--- src/design/slipdf_pkg.sv ---
// Package for the SLIP deframer with CRC check.
// Holds the item structs, SLIP codes, CRC constants and the CRC byte update.
// No dependencies.
package slipdf_pkg;

    localparam int MAX_FRAME_BYTES = 256;
    localparam int CNT_W           = $clog2(MAX_FRAME_BYTES + 1);
    localparam int MIN_LEN_W       = 9;
    localparam int FRAME_LEN_W     = 9;
    localparam int WR_INDEX_W      = 8;
    localparam int CMP_W           = (CNT_W > MIN_LEN_W) ? CNT_W : MIN_LEN_W;

    localparam logic [7:0] END_CODE     = 8'hC0;
    localparam logic [7:0] ESC_CODE     = 8'hDB;
    localparam logic [7:0] ESC_END_CODE = 8'hDC;
    localparam logic [7:0] ESC_ESC_CODE = 8'hDD;

    localparam logic [15:0] CRC_POLY = 16'h1021;
    localparam logic [15:0] CRC_INIT = 16'hFFFF;

    localparam logic [MIN_LEN_W-1:0] MIN_LEN_RESET = 9'd9;

    typedef struct packed {
        logic [7:0] rx_byte;
        logic       buffer_free;
        logic       sink_ready;
    } in_item_t;

    typedef struct packed {
        logic                   wr_valid;
        logic [WR_INDEX_W-1:0]  wr_index;
        logic [7:0]             wr_byte;
        logic                   frame_delivered;
        logic [FRAME_LEN_W-1:0] frame_len;
        logic                   crc_ok;
        logic                   overflow;
    } out_item_t;

    // CRC-16/CCITT-FALSE update by one byte, MSB first.
    function automatic logic [15:0] crc_add(input logic [15:0] crc_in,
                                            input logic [7:0]  data);
        logic [15:0] crc;
        crc = crc_in ^ {data, 8'h00};
        for (int i = 0; i < 8; i++) begin
            if (crc[15]) begin
                crc = {crc[14:0], 1'b0} ^ CRC_POLY;
            end else begin
                crc = {crc[14:0], 1'b0};
            end
        end
        return crc;
    endfunction

endpackage

--- src/design/slip_deframer_with_crc_check_unit.sv ---
// Top level of the SLIP deframer with CRC-16 frame check.
// Instantiates slipdf_decode and slipdf_out_buf; uses slipdf_pkg.
//
// One received byte is taken per item and gives exactly one result item.
// An item is accepted in every clock cycle while the two-entry output
// buffer (result register plus skid stage) has room, so the sustained rate
// is one item per cycle; each result goes into the result register, or into
// the skid stage while that register is held. The frame state, byte count
// and CRC register update in the accepting cycle, which is what lets items
// follow back to back. min_frame_len is written through cfg_wr_en/cfg_wr_data
// and resets to 9; write it only while the block is idle.
module slip_deframer_with_crc_check_unit (
    input  logic                             aclk,
    input  logic                             aresetn,
    input  logic                             cfg_wr_en,
    input  logic [slipdf_pkg::MIN_LEN_W-1:0] cfg_wr_data,
    input  logic                             s_valid,
    output logic                             s_ready,
    input  slipdf_pkg::in_item_t             s_item,
    output logic                             m_valid,
    input  logic                             m_ready,
    output slipdf_pkg::out_item_t            m_item
);

    logic [slipdf_pkg::MIN_LEN_W-1:0] min_frame_len_reg;
    logic                             accept;
    slipdf_pkg::out_item_t            result;

    assign accept = s_valid && s_ready;

    always_ff @(posedge aclk) begin
        if (!aresetn) begin
            min_frame_len_reg <= slipdf_pkg::MIN_LEN_RESET;
        end else if (cfg_wr_en) begin
            min_frame_len_reg <= cfg_wr_data;
        end
    end

    slipdf_decode u_decode (
        .aclk          (aclk),
        .aresetn       (aresetn),
        .step          (accept),
        .item          (s_item),
        .min_frame_len (min_frame_len_reg),
        .result        (result)
    );

    slipdf_out_buf u_out_buf (
        .aclk      (aclk),
        .aresetn   (aresetn),
        .load      (accept),
        .load_item (result),
        .can_load  (s_ready),
        .m_valid   (m_valid),
        .m_ready   (m_ready),
        .m_item    (m_item)
    );

endmodule

--- src/design/slipdf_decode.sv ---
// Frame state and decode logic of the SLIP deframer.
// Unescapes, counts, updates the CRC and builds one result per item.
// Depends on slipdf_pkg.
module slipdf_decode (
    input  logic                                aclk,
    input  logic                                aresetn,
    input  logic                                step,
    input  slipdf_pkg::in_item_t                item,
    input  logic [slipdf_pkg::MIN_LEN_W-1:0]    min_frame_len,
    output slipdf_pkg::out_item_t               result
);

    logic                         in_packet_reg, in_packet_next;
    logic                         escape_pending_reg, escape_pending_next;
    logic [slipdf_pkg::CNT_W-1:0] byte_count_reg, byte_count_next;
    logic                         capture_enabled_reg, capture_enabled_next;
    logic [15:0]                  running_crc_reg, running_crc_next;

    logic [7:0] data_byte;
    logic       long_enough;
    logic       has_room;

    assign long_enough = (slipdf_pkg::CMP_W'(byte_count_reg)
                          >= slipdf_pkg::CMP_W'(min_frame_len));
    assign has_room    = (byte_count_reg < slipdf_pkg::CNT_W'(slipdf_pkg::MAX_FRAME_BYTES));

    // An unknown code after ESC is passed through unchanged.
    always_comb begin
        data_byte = item.rx_byte;
        if (escape_pending_reg) begin
            if (item.rx_byte == slipdf_pkg::ESC_END_CODE) begin
                data_byte = slipdf_pkg::END_CODE;
            end else if (item.rx_byte == slipdf_pkg::ESC_ESC_CODE) begin
                data_byte = slipdf_pkg::ESC_CODE;
            end
        end
    end

    always_comb begin
        in_packet_next       = in_packet_reg;
        escape_pending_next  = escape_pending_reg;
        byte_count_next      = byte_count_reg;
        capture_enabled_next = capture_enabled_reg;
        running_crc_next     = running_crc_reg;
        result               = '0;

        priority if (item.rx_byte == slipdf_pkg::END_CODE) begin
            if (capture_enabled_reg) begin
                if (long_enough && item.sink_ready) begin
                    result.frame_delivered = 1'b1;
                    result.frame_len       = slipdf_pkg::FRAME_LEN_W'(byte_count_reg);
                    result.crc_ok          = (running_crc_reg == 16'h0000);
                    capture_enabled_next   = item.buffer_free;
                end
            end else begin
                capture_enabled_next = item.buffer_free;
            end
            in_packet_next      = 1'b1;
            escape_pending_next = 1'b0;
            byte_count_next     = '0;
            running_crc_next    = slipdf_pkg::CRC_INIT;
        end else if (in_packet_reg) begin
            if (!escape_pending_reg && item.rx_byte == slipdf_pkg::ESC_CODE) begin
                escape_pending_next = 1'b1;
            end else begin
                escape_pending_next = 1'b0;
                if (has_room) begin
                    if (capture_enabled_reg) begin
                        result.wr_valid = 1'b1;
                        result.wr_index = slipdf_pkg::WR_INDEX_W'(byte_count_reg);
                        result.wr_byte  = data_byte;
                    end
                    running_crc_next = slipdf_pkg::crc_add(running_crc_reg, data_byte);
                    byte_count_next  = byte_count_reg + 1'b1;
                end else begin
                    // The frame is abandoned until the next END.
                    in_packet_next  = 1'b0;
                    byte_count_next = '0;
                    result.overflow = 1'b1;
                end
            end
        end else begin
            // Bytes outside a frame are ignored.
        end
    end

    always_ff @(posedge aclk) begin
        if (!aresetn) begin
            in_packet_reg       <= 1'b0;
            escape_pending_reg  <= 1'b0;
            byte_count_reg      <= '0;
            capture_enabled_reg <= 1'b1;
            running_crc_reg     <= slipdf_pkg::CRC_INIT;
        end else if (step) begin
            in_packet_reg       <= in_packet_next;
            escape_pending_reg  <= escape_pending_next;
            byte_count_reg      <= byte_count_next;
            capture_enabled_reg <= capture_enabled_next;
            running_crc_reg     <= running_crc_next;
        end
    end

endmodule

--- src/design/slipdf_out_buf.sv ---
// Result register with a skid stage for the SLIP deframer.
// Keeps the input side running while a result waits on the output side.
// Depends on slipdf_pkg.
module slipdf_out_buf (
    input  logic                  aclk,
    input  logic                  aresetn,
    input  logic                  load,
    input  slipdf_pkg::out_item_t load_item,
    output logic                  can_load,
    output logic                  m_valid,
    input  logic                  m_ready,
    output slipdf_pkg::out_item_t m_item
);

    logic                  out_valid_reg;
    slipdf_pkg::out_item_t out_item_reg;
    logic                  skid_valid_reg;
    slipdf_pkg::out_item_t skid_item_reg;
    logic                  take;

    assign can_load = !skid_valid_reg;
    assign take     = out_valid_reg && m_ready;
    assign m_valid  = out_valid_reg;
    assign m_item   = out_item_reg;

    always_ff @(posedge aclk) begin
        if (!aresetn) begin
            out_valid_reg  <= 1'b0;
            skid_valid_reg <= 1'b0;
        end else begin
            // The skid stage only fills while the result register is held,
            // and no item is taken while it is full.
            priority if (skid_valid_reg && take) begin
                out_item_reg   <= skid_item_reg;
                skid_valid_reg <= 1'b0;
            end else if (load && (!out_valid_reg || take)) begin
                out_item_reg  <= load_item;
                out_valid_reg <= 1'b1;
            end else if (load) begin
                skid_item_reg  <= load_item;
                skid_valid_reg <= 1'b1;
            end else if (take) begin
                out_valid_reg <= 1'b0;
            end else begin
                out_valid_reg <= out_valid_reg;
            end
        end
    end

endmodule
--- config.mk ---
export PLATFORM = sky130hd
export DESIGN_NAME = slip_deframer_with_crc_check_unit
export DESIGN_NICKNAME = d
export VERILOG_FILES = /design/src/design/slipdf_pkg.sv /design/src/design/slip_deframer_with_crc_check_unit.sv /design/src/design/slipdf_decode.sv /design/src/design/slipdf_out_buf.sv
export SDC_FILE = /design/constraint.sdc
export NUM_CORES = 1
export LEC_CHECK = 0
export BUFFER_PORTS_ARGS = -buffer_cell sky130_fd_sc_hd__buf_2
export CORE_MARGIN = 5
export CORE_UTILIZATION = 55
export CTS_CLUSTER_DIAMETER = 50
export CTS_CLUSTER_SIZE = 25
export DETAILED_ROUTE_END_ITERATION = 6
export GPL_ROUTABILITY_DRIVEN = 0
export PLACE_DENSITY = 0.76
export SYNTH_ARGS = -nofsm -noshare
export SYNTH_HDL_FRONTEND = slang
export SYNTH_SLANG_ARGS = --single-unit
--- constraint.sdc ---
create_clock -name aclk -period 5.7 [get_ports aclk]
set_clock_uncertainty 0.2 [all_clocks]
set_input_delay 0.57 -clock aclk [delete_from_list [all_inputs] [get_ports aclk]]
set_output_delay 0.57 -clock aclk [all_outputs]
set_load 0.005 [all_outputs]
# Yosys cells after proc, flatten, opt, wreduce, memory -nomap -nowiden
# Cells that the tools add are included.
[word_totals]
out_inout_bits = 31
ff_bits = 97
input_bits = 24
[op_classes]
mux = 73
n_eq_ne = 6
add_sub_neg = 1
n_reduce_logical = 24
n_lt_le_gt_ge = 2
bitwise_logic = 12
[op_table]
columns = ["operator", "n"]
rows = [
  ["$mux W16", 32],
  ["$mux W13", 8],
  ["$mux W17", 5],
  ["$mux W29", 2],
  ["$mux W9", 4],
  ["$mux W11", 3],
  ["$eq A8 B8 Y1 const B", 4],
  ["$mux W8", 3],
  ["$not A3 Y3", 8],
  ["$logic_not A16 Y1", 1],
  ["$mux W1", 16],
  ["$xor A16 B16 Y16", 1],
  ["$add A9 B1 Y9 const B", 1],
  ["$ge A9 B9 Y1", 1],
  ["$lt A9 B9 Y1 const B", 1],
  ["$reduce_and A2 Y1", 4],
  ["$reduce_and A4 Y1", 2],
  ["$reduce_bool A2 Y1", 4],
  ["$logic_and A1 B1 Y1", 6],
  ["$reduce_and A3 Y1", 2],
  ["$logic_not A1 Y1", 3],
  ["$not A1 Y1", 3],
  ["$ne A2 B1 Y1 const B", 1],
  ["$ne A2 B2 Y1 const B", 1],
  ["2 further kinds", 2],
]

# Logic depth before layout (Yosys ltp)
[depth]
word_depth = 53
ltp_mapped = 9
mapped_depth_nobuf = 9

# Cells and area by module
# Synthesis repeated with hierarchy kept, for this count alone.
[hier_totals]
cells_unflattened = 373
area_unflattened_um2 = 4591.9
[modules_own_cells]
columns = ["module", "instances", "cells_each", "area_each_um2"]
rows = [
  ["slipdf_out_buf", 1, 106, 2242.2],
  ["slipdf_decode", 1, 238, 2010.7],
  ["slip_deframer_with_crc_check_unit", 1, 29, 339.1],
]

# Worst setup path before layout
# No wires, ideal clock.
[synth_path]
path_kind = "in2reg"
from = "input port aresetn"
to = "register u_out_buf.skid_item_reg[0] in the netlist's numbering, enable pin"
setup_ns = 0.498
arrival_ns = 4.219
setup_slack_ns = 0.782
required_ns = 5.002
stages = 4
path_cell_list = "clkbuf_1 > inv_1 > clkbuf_1 > nor4b_1"
[synth_via]
elab_chain_cells = 1
[synth_rtl]
columns = ["item", "line_no", "text"]
rows = [
  ["start: declaration", "slip_deframer_with_crc_check_unit.sv:14", "input logic aresetn,"],
  ["$reduce_and A4 Y1 (no line)", "--", ""],
  ["end signal: assignment", "slipdf_out_buf.sv:40", "skid_item_reg <= load_item;"],
  ["end: declaration", "slipdf_out_buf.sv:18", "slipdf_pkg::out_item_t skid_item_reg;"],
]
# No other way between the ends.
# A chain may end at the register's enable or synchronous reset.

# Final worst setup path
[layout_path]
from = "register u_out_buf.skid_valid_reg"
to = "register u_decode.running_crc_reg[14]"
[layout_via]
elab_chain_cells = 3
[layout_rtl]
columns = ["item", "line_no", "text"]
rows = [
  ["start: declaration", "slipdf_out_buf.sv:17", "logic skid_valid_reg;"],
  ["start signal: assignment", "slipdf_out_buf.sv:29", "skid_valid_reg <= 1'b0;"],
  ["start signal: assignment", "slipdf_out_buf.sv:35", "skid_valid_reg <= 1'b0;"],
  ["start signal: assignment", "slipdf_out_buf.sv:41", "skid_valid_reg <= 1'b1;"],
  ["$logic_not A1 Y1", "slipdf_out_buf.sv:21", "assign can_load = !skid_valid_reg;"],
  ["$logic_and A1 B1 Y1", "slip_deframer_with_crc_check_unit.sv:29", "assign accept = s_valid && s_ready;"],
  ["$reduce_and A4 Y1 (no line)", "--", ""],
  ["end signal: assignment", "slipdf_decode.sv:93", "running_crc_reg <= slipdf_pkg::CRC_INIT;"],
  ["end signal: assignment", "slipdf_decode.sv:99", "running_crc_reg <= running_crc_next;"],
  ["end: declaration", "slipdf_decode.sv:17", "logic [15:0] running_crc_reg, running_crc_next;"],
]
# No other way between the ends.

==> metrics.txt <==
outcome=complete, no violations; Seq. cell area=2520 µm²; Final HPWL DP=6320 µm; synthesized instance count=381; Routed Antenna Nets=0; fin crit share=0.484; initial DRC count=216; Post-route DRC=0; Worst Max-Slew Pin Slew=1.20 ns; Core Util, Final=0.632; pre-CTS WS=2.67 ns; Mean Syn Cell Area=12.0 µm²; die extent in x=101 µm; initial core utilization=0.560; WP data required=5.70 ns; CP Launch Type=register; Core Area=8130 µm²; largest cells by area after synthesis=edfxtp_1 38%, dfxtp_1 17%, a2bb2oi_2 3.3%, mux2_4 3.0%, nand2_1 3.0%; Post-Route WL=9080 µm; Buf/Inv on CP=0; Static Leak=1.94 nW; post_cts resized=0; largest family of logic cells by synthesized area=simple AND/OR/NAND/NOR gates; CP endpoint kind=register; vias per std cell=5.63; number of synthesized register bits=97; Worst-Skew Late Latency=0.35 ns; Max IR drop VDD=0.158 mV; CTS tree=yes; sequential cell area fraction in the yosys report=0.554; EDFF count, synth=58; vias after detailed routing=3052; Ports=55; leading register cell type out of synthesis=edfxtp_1; crit path cell chain=nor2b_1 -> nand3_2 -> nor2_1 -> a2bb2oi_1; crit path time final=2.76 ns; relative slew slack=0.199; Fin. Hold Viols=0; Syn-to-layout area delta=12.7%; CTS Hold Bufs=0; PnR worst setup slack=2.94 ns; Worst path slowest cell=nor2_1; XOR/XNOR Fraction of Synth Area=0.0461; die area=10200 µm²; Routed WL per cell=16.8 µm; Max Cap Viol=0; number of port buffers=54; total gr overflow=0; simple-gate share of the synthesized area=0.149; critical path type=reg -> reg; Worst path max stage delay=0.95 ns; global-route wire length before repair=14500 µm; critical path's top delay family=simple AND/OR/NAND/NOR gates; post-synth top area cell=edfxtp_1; gr usage total=0.182; CTS Sinks=97; max-slew violation count=0; initial antenna violation count=0; CTS max path bufs=2; fin nets=467; # H-tree levels=3; RSZ-0062 raised after global routing=no; share of cells above drive strength 1=0.268; synth unique cells=62; CTS clock-pin slew for the worst setup and hold paths=0.09 ns; 1st-pass router iterations=5; Pwr Density=268 nW/µm²; maximum clock frequency=363 MHz; post-synthesis net count=415; antenna cells=0; worst-path fanout max=12; FP Rows=33; largest net degree at the start of global routing=30; vias in the first global route=2926; final setup fails=0; post-synth top area share=0.382; Post-CTS Setup Repair Bufs=0; worst hold path type=in -> reg; Critical Path AT=2.76 ns; area of the multi-input gates=1890 µm²; post-synthesis cell area=4560 µm²; FFs w/ async S/R, synth=0; YS warnings=0; compound-gate portion of the synthesized area=0.133; Num CTS Buffers=9; Die Y=101 µm; fillcell total=663; Synth Area in Adders=0.0275; setup TNS=0 ns; Root Driver=clkbuf_8; multiplexer area fraction after synthesis=0.0571
[synthesized netlist by cell type, types with 5 or more instances]
library cell / number
nand3_1: 5
a2bb2oi_2: 10
mux2i_1: 8
o31ai_1: 6
and2_1: 11
and2_4: 9
o21ai_0: 14
a21oi_1: 15
o21ai_1: 5
ha_1: 10
clkbuf_1: 9
inv_1: 15
nor2_1: 24
mux2_4: 9
edfxtp_1: 58
dfxtp_1: 39
nand2_1: 36
xnor2_1: 15
and3_1: 8
xor2_1: 9
[worst reg2reg max path, delay by kind of cell, from the launching register on]
| kind | cells | cell delay, ns |
|---|---|---|
| AO/OA/AOI/OAI | 1 | 0.15 |
| flip-flops | 1 | 0.38 |
| AND/OR/NAND/NOR | 3 | 1.88 |
[per-stage QoR]
step / total power [W] / cell area [µm²] / hold WS, ns / std cells
floorplan: 0.000832 / 4560 / 0.249 / 381
finish: 0.00138 / 5140 / 0.229 / 542
detailed placement: 0.000864 / 4900 / 0.274 / 527
global placement: 0.000860 / 4900 / 0.268 / 527
global route: 0.00142 / 5140 / 0.224 / 542
CTS: 0.00138 / 5140 / 0.216 / 542
[cell families (layout without fill, tap and decap cells)]
kind of cell             Yosys count  in the layout
flip-flops                        97             97
XOR/XNOR                          24             24
adder cells (fa/ha/maj)           10             10
AO/OA/AOI/OAI                     75             75
AND/OR/NAND/NOR                  122            122
buffers and inverters             32             88
multiplexers                      21             21
[final cells by class]
type / count / share of cell area
Sequential cell: 97 / 0.491
Inverter: 16 / 0.0122
Multi-Input combinational cell: 252 / 0.368
Tap cell: 105 / 0.0256
Clock inverter: 6 / 0.0224
Clock buffer: 9 / 0.0241
Timing Repair Buffer: 57 / 0.0570
[placed cells by master (no fill, tap or decap), types with 6 or more instances in the layout]
cell type  Yosys  routed
and2_4         9       9
mux2i_1        8       8
xor2_1         9       9
and3_1         8       8
buf_2          1      54
nor2_1        24      23
nand2_1       36      36
o21ai_0       14      14
clkbuf_8       0       9
o31ai_1        6       6
mux2_4         9       9
a21oi_1       15      15
a2bb2oi_2     10      10
dfxtp_1       39      39
xnor2_1       15      15
inv_1         15      15
and2_1        11      11
ha_1          10      10
edfxtp_1      58      58
[path summary, 6_finish.rpt]
| kind | startpoint | end | slack (ns) | cells after the start |
|---|---|---|---|---|
| setup / recovery | u_out_buf.skid_valid_reg | u_decode.running_crc_reg[14] | 2.94 | 4 |
| hold / removal | cfg_wr_data[0] | min_frame_len_reg[0] | 0.23 | 3 |
| hold reg to reg | min_frame_len_reg[0] | min_frame_len_reg[0] | 0.29 | 2 |
| setup reg to reg | u_out_buf.skid_valid_reg | u_decode.running_crc_reg[14] | 2.94 | 4 |
[power breakdown]
group	switching, W	leakage (nW)	internal [W]	total, W
Sequential	0.00000586	0.867	0.000754	0.000760
Clock	0.000238	0.116	0.000292	0.000530
Combinational	0.0000522	0.956	0.0000359	0.0000881
Total	0.000296	1.94	0.00108	0.00138
[metal layers]
metal  share of wire  vias to the layer above  GRT usage
li1                -                     1493          -
met2            0.48                       87      0.292
met3           0.060                       13     0.0388
met1            0.44                     1459      0.248
met4           0.012                        0     0.0583
met5               0                        -          0
No activity file was read; power rests on OpenSTA's default activity.
